`config.mk`:
```
export PLATFORM = sky130hd
export DESIGN_NAME = current_sense_motor_state_detector_flat
export DESIGN_NICKNAME = d
export VERILOG_FILES = /design/src/hw/rtl/cmsd_pkg.sv /design/src/hw/rtl/cmsd_ifs.sv /design/src/hw/rtl/cmsd_ctrl.sv /design/src/hw/rtl/cmsd_dp.sv /design/src/hw/rtl/current_sense_motor_state_detector.sv /design/src/flat_wrapper.sv
export SDC_FILE = /design/constraint.sdc
export NUM_CORES = 2
export LEC_CHECK = 0
export ABC_AREA = 1
export BUFFER_PORTS_ARGS = -buffer_cell sky130_fd_sc_hd__buf_2
export CAP_MARGIN = 15
export CORE_MARGIN = 2
export CORE_UTILIZATION = 30
export CTS_CLUSTER_SIZE = 30
export DETAILED_ROUTE_END_ITERATION = 12
export GPL_TIMING_DRIVEN = 0
export PLACE_DENSITY = 0.5
export SLEW_MARGIN = 15
export SYNTH_ARGS = -nofsm -noshare
export SYNTH_HDL_FRONTEND = slang
export SYNTH_HIERARCHICAL = 1
export SYNTH_SLANG_ARGS = --single-unit
```
`constraint.sdc`:
```
create_clock -name clk -period 7.67 [get_ports clk]
set_input_delay 0.767 -clock clk [delete_from_list [all_inputs] [get_ports clk]]
set_output_delay 0.767 -clock clk [all_outputs]
set_load 0.03 [all_outputs]
```
`src/hw/rtl/cmsd_pkg.sv`:
```
// ----------------------------------------------------------------------------
// cmsd_pkg: shared types and constants for the motor state detector
// Payload structs, register indexes, mode codes and controller interface.
// ----------------------------------------------------------------------------
package cmsd_pkg;

  localparam int SAMPLE_W = 12;
  localparam int TIME_W   = 32;
  localparam int CUR_W    = 20;
  localparam int MODE_W   = 2;
  localparam int LEN_W    = 10;
  localparam int GAIN_W   = 16;
  localparam int STIME_W  = 16;
  localparam int SUM_W    = 22;
  localparam int ZREF_W   = 16;
  localparam int FRAC_W   = 4;
  // sum * 16 + len / 2 fits in this many bits
  localparam int NUM_W    = SUM_W + FRAC_W + 1;
  localparam int PROD_W   = NUM_W + GAIN_W;
  localparam int RND_W    = PROD_W + 1;
  localparam int SHIFT_W  = 12;
  localparam int DIV_CNT_W = $clog2(NUM_W);

  localparam int CFG_IDX_W  = 3;
  localparam int CFG_DATA_W = 20;

  // configuration register indexes
  localparam logic [CFG_IDX_W-1:0] CFG_ZERO_LEN   = 3'd0;
  localparam logic [CFG_IDX_W-1:0] CFG_MEAS_LEN   = 3'd1;
  localparam logic [CFG_IDX_W-1:0] CFG_GAIN       = 3'd2;
  localparam logic [CFG_IDX_W-1:0] CFG_DEADBAND   = 3'd3;
  localparam logic [CFG_IDX_W-1:0] CFG_ON_TH      = 3'd4;
  localparam logic [CFG_IDX_W-1:0] CFG_OFF_TH     = 3'd5;
  localparam logic [CFG_IDX_W-1:0] CFG_START_TIME = 3'd6;

  // reset values of the configuration registers
  localparam logic [LEN_W-1:0]   RST_ZERO_LEN   = 10'd500;
  localparam logic [LEN_W-1:0]   RST_MEAS_LEN   = 10'd100;
  localparam logic [GAIN_W-1:0]  RST_GAIN       = 16'd8192;
  localparam logic [CUR_W-1:0]   RST_DEADBAND   = 20'd80;
  localparam logic [CUR_W-1:0]   RST_ON_TH      = 20'd250;
  localparam logic [CUR_W-1:0]   RST_OFF_TH     = 20'd150;
  localparam logic [STIME_W-1:0] RST_START_TIME = 16'd3000;

  // motor modes
  localparam logic [MODE_W-1:0] MODE_OFF     = 2'd0;
  localparam logic [MODE_W-1:0] MODE_STARTUP = 2'd1;
  localparam logic [MODE_W-1:0] MODE_STEADY  = 2'd2;

  localparam logic [CUR_W-1:0] CUR_MAX = {CUR_W{1'b1}};

  typedef struct packed {
    logic [SAMPLE_W-1:0] sample_mv;
    logic [TIME_W-1:0]   now_ms;
  } sample_t;

  typedef struct packed {
    logic [CUR_W-1:0]  current_ma;
    logic [MODE_W-1:0] motor_mode;
    logic [CUR_W-1:0]  peak_ma;
  } result_t;

  typedef struct packed {
    logic [CFG_IDX_W-1:0]  index;
    logic [CFG_DATA_W-1:0] value;
  } cfg_t;

  // controller to datapath
  typedef struct packed {
    logic div_step;
    logic cal_commit;
    logic dev_load;
    logic mul_load;
    logic cur_load;
    logic commit;
  } dp_cmd_t;

  // datapath to controller
  typedef struct packed {
    logic block_end;
    logic calibrating;
    logic out_free;
  } dp_status_t;

endpackage

```
`src/hw/rtl/cmsd_ifs.sv`:
```
// ----------------------------------------------------------------------------
// cmsd_ifs: valid/ready channels of the motor state detector
// Sample input, result output and configuration write channels.
// ----------------------------------------------------------------------------
interface cmsd_sample_if;
  logic               valid;
  logic               ready;
  cmsd_pkg::sample_t  data;
  modport source (output valid, output data, input ready);
  modport sink (input valid, input data, output ready);
endinterface

interface cmsd_result_if;
  logic               valid;
  logic               ready;
  cmsd_pkg::result_t  data;
  modport source (output valid, output data, input ready);
  modport sink (input valid, input data, output ready);
endinterface

interface cmsd_cfg_if;
  logic            valid;
  logic            ready;
  cmsd_pkg::cfg_t  data;
  modport source (output valid, output data, input ready);
  modport sink (input valid, input data, output ready);
endinterface

```
`src/hw/rtl/cmsd_ctrl.sv`:
```
// ----------------------------------------------------------------------------
// cmsd_ctrl: sequencer of the motor state detector
// Divide, then deviation, multiply, scale and commit, or a zero-ref commit.
// ----------------------------------------------------------------------------
module cmsd_ctrl (
  input  logic                 clk,
  input  logic                 rst,
  input  logic                 in_valid,
  output logic                 in_ready,
  input  cmsd_pkg::dp_status_t status,
  output cmsd_pkg::dp_cmd_t    cmd
);
  import cmsd_pkg::*;

  typedef enum logic [2:0] {
    S_IDLE,
    S_DIV,
    S_DEV,
    S_MUL,
    S_CUR,
    S_HOLD
  } state_t;

  state_t               state;
  logic [DIV_CNT_W-1:0] div_cnt;

  assign in_ready = (state == S_IDLE);

  always_ff @(posedge clk) begin
    if (rst) begin
      state   <= S_IDLE;
      div_cnt <= '0;
    end else begin
      unique case (state)
        S_IDLE: begin
          if (in_valid && status.block_end) begin
            state   <= S_DIV;
            div_cnt <= '0;
          end
        end
        S_DIV: begin
          div_cnt <= div_cnt + 1'b1;
          if (div_cnt == DIV_CNT_W'(NUM_W - 1)) begin
            state <= S_DEV;
          end
        end
        S_DEV: begin
          state <= status.calibrating ? S_IDLE : S_MUL;
        end
        S_MUL: state <= S_CUR;
        S_CUR: state <= S_HOLD;
        S_HOLD: begin
          if (status.out_free) begin
            state <= S_IDLE;
          end
        end
        default: state <= S_IDLE;
      endcase
    end
  end

  always_comb begin
    cmd            = '0;
    cmd.div_step   = (state == S_DIV);
    cmd.cal_commit = (state == S_DEV) && status.calibrating;
    cmd.dev_load   = (state == S_DEV) && !status.calibrating;
    cmd.mul_load   = (state == S_MUL);
    cmd.cur_load   = (state == S_CUR);
    cmd.commit     = (state == S_HOLD) && status.out_free;
  end

endmodule

```
`src/hw/rtl/cmsd_dp.sv`:
```
// ----------------------------------------------------------------------------
// cmsd_dp: datapath of the motor state detector
// Config registers, block accumulator, serial divider, gain multiplier,
// mode detector and result register.
// ----------------------------------------------------------------------------
module cmsd_dp (
  input  logic                 clk,
  input  logic                 rst,
  input  logic                 in_accept,
  input  cmsd_pkg::sample_t    in_data,
  input  logic                 cfg_accept,
  input  cmsd_pkg::cfg_t       cfg_data,
  input  cmsd_pkg::dp_cmd_t    cmd,
  output cmsd_pkg::dp_status_t status,
  output logic                 res_valid,
  input  logic                 res_ready,
  output cmsd_pkg::result_t    res_data
);
  import cmsd_pkg::*;

  // configuration
  logic [LEN_W-1:0]   zero_len;
  logic [LEN_W-1:0]   meas_len;
  logic [GAIN_W-1:0]  gain;
  logic [CUR_W-1:0]   deadband;
  logic [CUR_W-1:0]   on_th;
  logic [CUR_W-1:0]   off_th;
  logic [STIME_W-1:0] start_time;

  // block and detector state
  logic               calibrating;
  logic [LEN_W-1:0]   sample_count;
  logic [SUM_W-1:0]   sample_sum;
  logic [ZREF_W-1:0]  zero_ref;
  logic [MODE_W-1:0]  mode;
  logic [TIME_W-1:0]  run_start;
  logic [CUR_W-1:0]   peak;

  // arithmetic pipeline
  logic [NUM_W-1:0]   quo;
  logic [LEN_W-1:0]   rem;
  logic [LEN_W-1:0]   den;
  logic [TIME_W-1:0]  now_lat;
  logic [NUM_W-1:0]   dev;
  logic [PROD_W-1:0]  prod;
  logic [CUR_W-1:0]   cur;

  logic [LEN_W-1:0]   len_raw;
  logic [LEN_W-1:0]   len;
  logic [SUM_W-1:0]   sum_new;
  logic [NUM_W-1:0]   numer;
  logic [LEN_W:0]     rem_sh;
  logic               rem_ge;
  logic [NUM_W-1:0]   zref_ext;
  logic [RND_W-1:0]   rnd;
  logic [CUR_W-1:0]   cur_sat;
  logic [TIME_W-1:0]  elapsed;
  logic [MODE_W-1:0]  mode_next;
  logic [TIME_W-1:0]  run_start_next;
  logic [CUR_W-1:0]   peak_next;

  // block length in force; zero acts as one
  assign len_raw = calibrating ? zero_len : meas_len;
  assign len     = (len_raw == '0) ? LEN_W'(1) : len_raw;
  assign sum_new = sample_sum + SUM_W'(in_data.sample_mv);
  assign numer   = NUM_W'({sum_new, {FRAC_W{1'b0}}}) + NUM_W'(len[LEN_W-1:1]);

  assign status.block_end   = ({1'b0, sample_count} + (LEN_W+1)'(1)) >= {1'b0, len};
  assign status.calibrating = calibrating;
  assign status.out_free    = !res_valid || res_ready;

  // restoring divider, one quotient bit per step
  assign rem_sh = {rem, quo[NUM_W-1]};
  assign rem_ge = rem_sh >= {1'b0, den};

  assign zref_ext = NUM_W'(zero_ref);

  assign rnd     = RND_W'(prod) + RND_W'(1 << (SHIFT_W - 1));
  assign cur_sat = (rnd[RND_W-1:SHIFT_W+CUR_W] != '0) ? CUR_MAX
                                                       : rnd[SHIFT_W+CUR_W-1:SHIFT_W];

  assign elapsed = now_lat - run_start;

  always_comb begin
    mode_next      = mode;
    run_start_next = run_start;
    peak_next      = peak;
    unique case (mode)
      MODE_OFF: begin
        if (cur >= on_th) begin
          mode_next      = MODE_STARTUP;
          run_start_next = now_lat;
          peak_next      = cur;
        end
      end
      MODE_STARTUP: begin
        if (cur > peak) begin
          peak_next = cur;
        end
        if (cur <= off_th) begin
          mode_next = MODE_OFF;
          peak_next = '0;
        end else if (elapsed >= TIME_W'(start_time)) begin
          mode_next = MODE_STEADY;
        end
      end
      MODE_STEADY: begin
        if (cur <= off_th) begin
          mode_next = MODE_OFF;
          peak_next = '0;
        end
      end
      default: mode_next = MODE_OFF;
    endcase
  end

  // configuration writes; drop unknown indexes
  always_ff @(posedge clk) begin
    if (rst) begin
      zero_len   <= RST_ZERO_LEN;
      meas_len   <= RST_MEAS_LEN;
      gain       <= RST_GAIN;
      deadband   <= RST_DEADBAND;
      on_th      <= RST_ON_TH;
      off_th     <= RST_OFF_TH;
      start_time <= RST_START_TIME;
    end else if (cfg_accept) begin
      unique case (cfg_data.index)
        CFG_ZERO_LEN:   zero_len   <= cfg_data.value[LEN_W-1:0];
        CFG_MEAS_LEN:   meas_len   <= cfg_data.value[LEN_W-1:0];
        CFG_GAIN:       gain       <= cfg_data.value[GAIN_W-1:0];
        CFG_DEADBAND:   deadband   <= cfg_data.value[CUR_W-1:0];
        CFG_ON_TH:      on_th      <= cfg_data.value[CUR_W-1:0];
        CFG_OFF_TH:     off_th     <= cfg_data.value[CUR_W-1:0];
        CFG_START_TIME: start_time <= cfg_data.value[STIME_W-1:0];
        default: ;
      endcase
    end
  end

  // architectural state
  always_ff @(posedge clk) begin
    if (rst) begin
      calibrating  <= 1'b1;
      sample_count <= '0;
      sample_sum   <= '0;
      zero_ref     <= '0;
      mode         <= MODE_OFF;
      run_start    <= '0;
      peak         <= '0;
      res_valid    <= 1'b0;
    end else begin
      if (in_accept) begin
        if (status.block_end) begin
          sample_count <= '0;
          sample_sum   <= '0;
        end else begin
          sample_count <= sample_count + 1'b1;
          sample_sum   <= sum_new;
        end
      end
      if (cmd.cal_commit) begin
        zero_ref    <= quo[ZREF_W-1:0];
        calibrating <= 1'b0;
      end
      if (cmd.commit) begin
        mode      <= mode_next;
        run_start <= run_start_next;
        peak      <= peak_next;
        res_valid <= 1'b1;
      end else if (res_ready) begin
        res_valid <= 1'b0;
      end
    end
  end

  // payload registers
  always_ff @(posedge clk) begin
    if (in_accept && status.block_end) begin
      quo     <= numer;
      rem     <= '0;
      den     <= len;
      now_lat <= in_data.now_ms;
    end else if (cmd.div_step) begin
      quo <= {quo[NUM_W-2:0], rem_ge};
      rem <= rem_ge ? LEN_W'(rem_sh - {1'b0, den}) : rem_sh[LEN_W-1:0];
    end
    if (cmd.dev_load) begin
      dev <= (zref_ext >= quo) ? (zref_ext - quo) : (quo - zref_ext);
    end
    if (cmd.mul_load) begin
      prod <= PROD_W'(dev) * PROD_W'(gain);
    end
    if (cmd.cur_load) begin
      cur <= (cur_sat < deadband) ? '0 : cur_sat;
    end
    if (cmd.commit) begin
      res_data.current_ma <= cur;
      res_data.motor_mode <= mode_next;
      res_data.peak_ma    <= peak_next;
    end
  end

endmodule

```
`src/hw/rtl/current_sense_motor_state_detector.sv`:
```
// ----------------------------------------------------------------------------
// current_sense_motor_state_detector: block-average current sensing with
// a hysteresis off/startup/steady motor detector
// ----------------------------------------------------------------------------
// A sample that closes a measured block passes through the 27-step serial
// divider, then deviation, multiply, scale and commit; the commit waits
// until the output register is free. Inside a block one sample is taken
// per cycle; at a block end the input is held until the sequencer is idle,
// for the zero block after the divider and the zero-reference commit.
// Reset (synchronous, rst high): config to defaults, zero calibration pending.
// ----------------------------------------------------------------------------
module current_sense_motor_state_detector (
  input  logic            clk,
  input  logic            rst,
  cmsd_sample_if.sink     sample_ch,
  cmsd_result_if.source   result_ch,
  cmsd_cfg_if.sink        cfg_ch
);
  import cmsd_pkg::*;

  dp_cmd_t    cmd;
  dp_status_t status;
  logic       in_ready;
  logic       in_accept;
  logic       cfg_accept;

  // Samples enter only while the sequencer is idle; a finished result waits
  // in the output register, so new samples keep accumulating behind it.
  assign sample_ch.ready = in_ready;
  assign in_accept       = sample_ch.valid && in_ready;

  // Config writes are taken at any time; they are expected only when idle.
  assign cfg_ch.ready = 1'b1;
  assign cfg_accept   = cfg_ch.valid;

  // Sequencer: walk each closed block through the datapath stages and
  // hold the commit until the output register is free.
  cmsd_ctrl u_ctrl (
    .clk      (clk),
    .rst      (rst),
    .in_valid (sample_ch.valid),
    .in_ready (in_ready),
    .status   (status),
    .cmd      (cmd)
  );

  // Datapath: accumulate, divide by the block length, scale by the gain,
  // apply deadband and saturation, update the mode detector.
  cmsd_dp u_dp (
    .clk        (clk),
    .rst        (rst),
    .in_accept  (in_accept),
    .in_data    (sample_ch.data),
    .cfg_accept (cfg_accept),
    .cfg_data   (cfg_ch.data),
    .cmd        (cmd),
    .status     (status),
    .res_valid  (result_ch.valid),
    .res_ready  (result_ch.ready),
    .res_data   (result_ch.data)
  );

endmodule

```
`src/flat_wrapper.sv`:
```
// flat-port wrapper written by rule: the top's interface ports become plain ports
module current_sense_motor_state_detector_flat import cmsd_pkg::*;
  (clk, rst, sample_ch_valid, sample_ch_data, sample_ch_ready, result_ch_valid, result_ch_data, result_ch_ready, cfg_ch_valid, cfg_ch_data, cfg_ch_ready);
  cmsd_sample_if sample_ch_i ();
  cmsd_result_if result_ch_i ();
  cmsd_cfg_if cfg_ch_i ();
  input  logic clk;
  input  logic rst;
  input wire logic [$bits(sample_ch_i.valid)-1:0] sample_ch_valid;
  input wire logic [$bits(sample_ch_i.data)-1:0] sample_ch_data;
  output wire logic [$bits(sample_ch_i.ready)-1:0] sample_ch_ready;
  output wire logic [$bits(result_ch_i.valid)-1:0] result_ch_valid;
  output wire logic [$bits(result_ch_i.data)-1:0] result_ch_data;
  input wire logic [$bits(result_ch_i.ready)-1:0] result_ch_ready;
  input wire logic [$bits(cfg_ch_i.valid)-1:0] cfg_ch_valid;
  input wire logic [$bits(cfg_ch_i.data)-1:0] cfg_ch_data;
  output wire logic [$bits(cfg_ch_i.ready)-1:0] cfg_ch_ready;
  assign sample_ch_i.valid = sample_ch_valid;
  assign sample_ch_i.data = sample_ch_data;
  assign sample_ch_ready = sample_ch_i.ready;
  assign result_ch_valid = result_ch_i.valid;
  assign result_ch_data = result_ch_i.data;
  assign result_ch_i.ready = result_ch_ready;
  assign cfg_ch_i.valid = cfg_ch_valid;
  assign cfg_ch_i.data = cfg_ch_data;
  assign cfg_ch_ready = cfg_ch_i.ready;
  current_sense_motor_state_detector u_core (.clk(clk), .rst(rst), .sample_ch(sample_ch_i), .result_ch(result_ch_i), .cfg_ch(cfg_ch_i));
endmodule
```
# ---- After elaboration in Yosys (flattened, before gate mapping)
# Index checks and enable logic that the tools add are counted.
dict set report classes {
  div 0
  shifts 0
  n_mul 1
  bitwise_logic 0
  n_lt_le_gt_ge 8
  n_addsub 10
  mux 28
  n_eq_ne 17
  reduce_logical 27
}
# operator count
set op_table {}
lappend op_table {{$mux 20} 5}
lappend op_table {{$mux 27} 3}
lappend op_table {{$pmux 20 s3} 1}
lappend op_table {{$add 43x12->44 const B} 1}
lappend op_table {{$mul 27x16->43} 1}
lappend op_table {{$mux 10} 4}
lappend op_table {{$ge 32x16->1} 1}
lappend op_table {{$sub 32x32->32} 1}
lappend op_table {{$add 26x9->27} 1}
lappend op_table {{$ge 16x27->1} 1}
lappend op_table {{$sub 16x27->27} 1}
lappend op_table {{$sub 27x16->27} 1}
lappend op_table {{$add 22x12->22} 1}
lappend op_table {{$ge 11x10->1} 2}
lappend op_table {{$mux 22} 1}
lappend op_table {{$ge 20x20->1} 1}
lappend op_table {{$gt 20x20->1} 1}
lappend op_table {{$le 20x20->1} 1}
lappend op_table {{$lt 20x20->1} 1}
lappend op_table {{$pmux 3 s6} 1}
lappend op_table {{$reduce_and 2->1} 8}
lappend op_table {{$eq 3x3->1 const B} 5}
lappend op_table {{$eq 3x2->1 const B} 4}
lappend op_table {{$reduce_bool 12->1} 1}
lappend op_table {{other kinds (23)} 43}
dict set report totals {
  regBits 435
  ramBits 0
  mem_count 0
  mem_bits_ro 0
  output_inout_bits 45
  wordCells 118
  latch_bits 0
}

# ---- Depth between registers and ports, before layout
dict set report logic_depth {
  depth_word 7
  depth_mapped 27
  ltp_nobuf 26
}

# ---- By module
# Netlist, hierarchy kept.
# mod cells_per_inst seq_area_each_um2 area_each_um2 instances
set by_module_without_submodules {}
lappend by_module_without_submodules {cmsd_dp 5325 10229.8 39980.8 1}
lappend by_module_without_submodules {cmsd_ctrl 71 160.2 496.7 1}
lappend by_module_without_submodules {current_sense_motor_state_detector 4 0.0 18.8 1}

# ---- Worst setup path before layout
# OpenSTA, ideal clock, no wires.
dict set report synth_timing {
  path_type {register -> register}
  start {reg u_core.u_dp.gain[15]}
  end {reg u_core.u_dp.prod[36], data pin}
  setup_ns 0.258
  setup_slack_ns 1.733
  path_buffers 2
  arrival_time_ns 5.679
  t_required_ns 7.412
  stages_incl_launch_ff 23
  cell_sequence {dfxtp_1 clkbuf_1 buf_1 nand2_1 fa_1 fa_1 inv_1 fa_1 fa_1 fa_1 inv_1 fa_1 inv_1 ha_1 a21oi_1 o21a_1 o21ai_0 nand3_1 nand3_1 a21oi_1 o21ai_0 a21oi_1 xnor2_1}
}
dict set report synth_via {
  elab_chain_len 1
}
# element line
set synth_lines {}
lappend synth_lines {{start, declared} cmsd_dp.sv:24} ;# logic [GAIN_W-1:0] gain;
lappend synth_lines {{start signal, assigned} cmsd_dp.sv:131} ;# CFG_GAIN: gain <= cfg_data.value[GAIN_W-1:0];
lappend synth_lines {{$mul 27x16->43} cmsd_dp.sv:192} ;# prod <= PROD_W'(dev) * PROD_W'(gain);
lappend synth_lines {{end signal, assigned} cmsd_dp.sv:192}
lappend synth_lines {{end, declared} cmsd_dp.sv:45} ;# logic [PROD_W-1:0] prod;
# No other way between the ends.
# A chain may end at the register's enable or synchronous reset.

# ---- Worst setup path in the final report
dict set report layout_timing {
  start {reg u_core.u_dp.gain[7]}
  end {reg u_core.u_dp.prod[36], data pin}
}
# Same word-level chain as after synthesis.

==> results.cfg <==
[synth]
ys_seq_area_share_pct = 25.7
synth_xor_area_share_pct = 3.32
synth.largest_area_cell = fa_1
muxShareOfSynthArea_pct = 0.0494
yosysTopAreaCellShare_pct = 17.5
ys_types = 59
avgSynthCellArea_um2 = 7.50
synth-edff-count = 190
synth_area_leaders = fa_1 17%, edfxtp_1 14%, nand2_1 12%
synth_top_family_by_area = adder cells
synth_compound_area_share_pct = 11.5
synth.most_common_cell = nand2_1
synthCells = 5400
syn_area_um2 = 40500
yosys_most_used_dff = dfxtp_1
synthAdderAreaFrac_pct = 27.1
yosysWarnings = 6
async_reset_ff_share_pct = 0
synthSimpleGateAreaFrac_pct = 19.6
synth_seq_cells = 424
syn-num-nets = 6136
synth_top_cells_by_count = 1,275 x nand2_1, 1,148 x inv_1, 380 x a21oi_1

[global_route]
grt_antenna_before_repair = 8
grt_pass1_wl_um = 197000
first_global_vias = 34800
grt_start_max_net_pins = 52
globalRoute.totalOverflow = 0
track_usage_pct = 18.3

[finish]
fillers = 14300
fin_util_pct = 33.7
instances_no_fill = 7385
drive_gt1_share_pct = 5.50
area_growth_syn_to_layout_pct = 11.3
multi_input_area_um2 = 24900
seqCellArea_um2 = 10400
num-nets-final = 6311

[floorplan]
die_area_um2 = 138000
rows = 134
die_h_um = 371
core_area_um2 = 134000
initial_utilization_pct = 30.3
pin_count = 117
die_x_um = 371

[clock_tree]
clock_latency_ns = 0.65
clock_sinks = 424
htree_levels = 2
cts_buffers = 50
clock-root-buffer = clkbuf_16
clockBufferDepth = 3
post-cts-setup-buffer-count = 0
cts.clk_slew.worst_paths_ns = 0.09
cts_tree = done
ctsResizeCount = 0
cts_hold_buf = 0

[sta]
fin_worst_skew_ns = 0.0486
finalHoldViolCount = 0
setup_tns_ns = 0
holdWs_ns = 0.312
tightest_slew_ns = 1.04
drv_slew = 0
relSlewSlack_pct = 30.9
fmax_mhz = 138
rsz0062_at_grt = false
fin_crit_ns = 7.27
final-setup-viol-count = 0
fin_crit_sh_pct = 94.7

[critical_path]
cp-start-kind = flop
worst_path_max_delay_cell = buf_1
worst_ep_required_time_ns = 8.02
critPathKind = flop to flop
crit_path_frequent_cell = fa_1
cp-end-kind = flop
worst_ep_arrival_time_ns = 7.61
path_cells = clkbuf_1 -> buf_1 -> nand2_1 -> fa_1 -> inv_1 -> fa_1 -> fa_1 -> fa_1 -> fa_1 -> inv_1 -> fa_1 -> inv_1 -> ha_1 -> nand2_1 -> nor2_1 -> nand2_1 -> nor4_1 -> a21oi_1 -> o21ai_0 -> a21oi_1 -> xnor2_1
worst-path-max-fanout = 10
slowest_delay_ns = 0.62
r2r_slack_ns = 0.40
r2r-start = u_core/u_dp/gain[7]
rr_worst_depth = 21
timing.rr.end = u_core/u_dp/prod[36]

[route]
wire_per_inst_um = 17.0
final_antenna_net_count = 0
via_count = 34700
drt_first_pass_iters = 6
route.detailed.drc = 0
first_iter_violations = 2322
finalWirelength_um = 126000
vias_per_cell = 4.70

[placed_design]
gp_congestion = 0.916
dp_cells = 7292
place.detailed.hpwl_um = 101000
io_buffer_count = 115

[hold_path]
whs_path_depth = 1
hold_path_class = input pin to flop
min-delay-start = sample_ch_data[8]
whs_endpoint = u_core/u_dp/now_lat[8]

[power_and_ir_drop]
vdd_ir_drop_max_mv = 0.146
p_per_area_nw_per_um2 = 142
leakage_nw = 21.5

[outcome]
status = complete, no violations

[run]
drv_cap = 0
[sequential cells by signal, summed over array words and instances (netlist names), 22 cells and up]
name	count
u_core/u_dp/prod	32
u_core/u_dp/quo	27
u_core/u_dp/now_lat	32
u_core/u_dp/run_start	32
u_core/u_dp/sample_sum	22
u_core/u_dp/dev	27
u_core/u_dp/res_data	42
[power breakdown]
group / leakage [nW] / total, mW / switching (mW) / internal (mW)
Combinational: 17.1 / 1.49 / 0.968 / 0.520
Clock: 0.805 / 2.46 / 1.04 / 1.42
Sequential: 3.61 / 2.44 / 0.0211 / 2.42
Total: 21.5 / 6.39 / 2.03 / 4.36
[critical path, delay by kind of cell, from the launching register on]
| kind | cells | cell delay [ns] |
|---|---|---|
| fa+ha+maj | 7 | 3.61 |
| buf+inv | 5 | 1.37 |
| compound gates | 3 | 0.76 |
| simple gates | 5 | 0.73 |
| flops | 1 | 0.31 |
| xor+xnor | 1 | 0.15 |
[how the worst max path moves through the flow]
stage,start,to,slack [ns],cells past startpoint
after floorplan,u_core/u_dp/gain[15],u_core/u_dp/prod[36],1.73,22
after global placement,result_ch_ready,u_core/u_dp/run_start[29],-2.04,9
after global routing,u_core/u_dp/gain[13],u_core/u_dp/prod[36],0.003,22
final,u_core/u_dp/gain[7],u_core/u_dp/prod[36],0.40,21
after CTS,u_core/u_dp/gain[6],u_core/u_dp/prod[42],0.09,24
after detailed placement,u_core/u_dp/gain[6],u_core/u_dp/prod[42],0.13,24
[logic make-up (layout without fill, tap and decap cells)]
kind of cell    after synthesis  after routing
xor+xnor                    151            151
simple gates               1942           1942
mux                           2              2
other cells                   1              3
fa+ha+maj                   664            664
buf+inv                    1373           1588
compound gates              843            843
flops                       424            424
[layer usage]
metal,routed length [um],global-route usage (%),part of all wire [%],vias up
li1,-,-,-,17200
met1,58800,24.8,47,16600
met2,57500,30.4,46,792
met3,6670,2.77,5.3,154
met4,2830,4.51,2.2,12
met5,70,0,0.056,-
[layout make-up]
class	instances	area share [%]
plain buffers	207	1.88
flip-flops and latches	424	23.1
multi-input cells	3603	55.3
well taps	1768	4.91
repair buffers	124	1.47
inverters	1165	9.71
clock buffers	64	3.00
clock inverters	28	0.691
diodes	2	0.0111
[placed cells by master (no fill, tap or decap), types with 8 or more instances in the layout]
cell type  synthesis  final
edfxtp_1         190    190
nand2_2           10     11
a31oi_1           22     22
nand2_1         1275   1274
o21a_1            15     15
nor2_1           375    374
buf_4              5     12
o22ai_1            8      8
inv_1           1148   1148
ha_1             311    311
clkbuf_16          0     50
clkinv_1           3      8
o21ai_1            8      8
nand3_1          112    112
clkbuf_2           1     12
o21bai_1          12     12
a22oi_1            9      9
dfxtp_1          234    233
or2_2              8      8
nor4_1            11     11
o21ai_0          280    280
inv_2             13     13
xnor2_1           41     41
nor3_1            33     31
nand4_1           64     64
xor2_1           107    107
clkinv_2           0      8
buf_2             14    128
nor2_2            14     13
buf_1             15     11
o211ai_1          66     66
a21oi_1          380    380
nand3b_1          19     19
fa_1             353    353
clkbuf_1         171    172
[through the flow]
stage	setup WS (ns)	cell area (um^2)	power [mW]
5_1_grt	0.00334	45100	6.77
4_1_cts	0.0896	45100	6.48
3_5_place_dp	0.125	43400	3.98
6_report	0.403	45100	6.39
3_3_place_gp	-2.04	43300	3.97
2_1_floorplan	1.73	40500	3.52
Power figures use the tool's default switching activity.
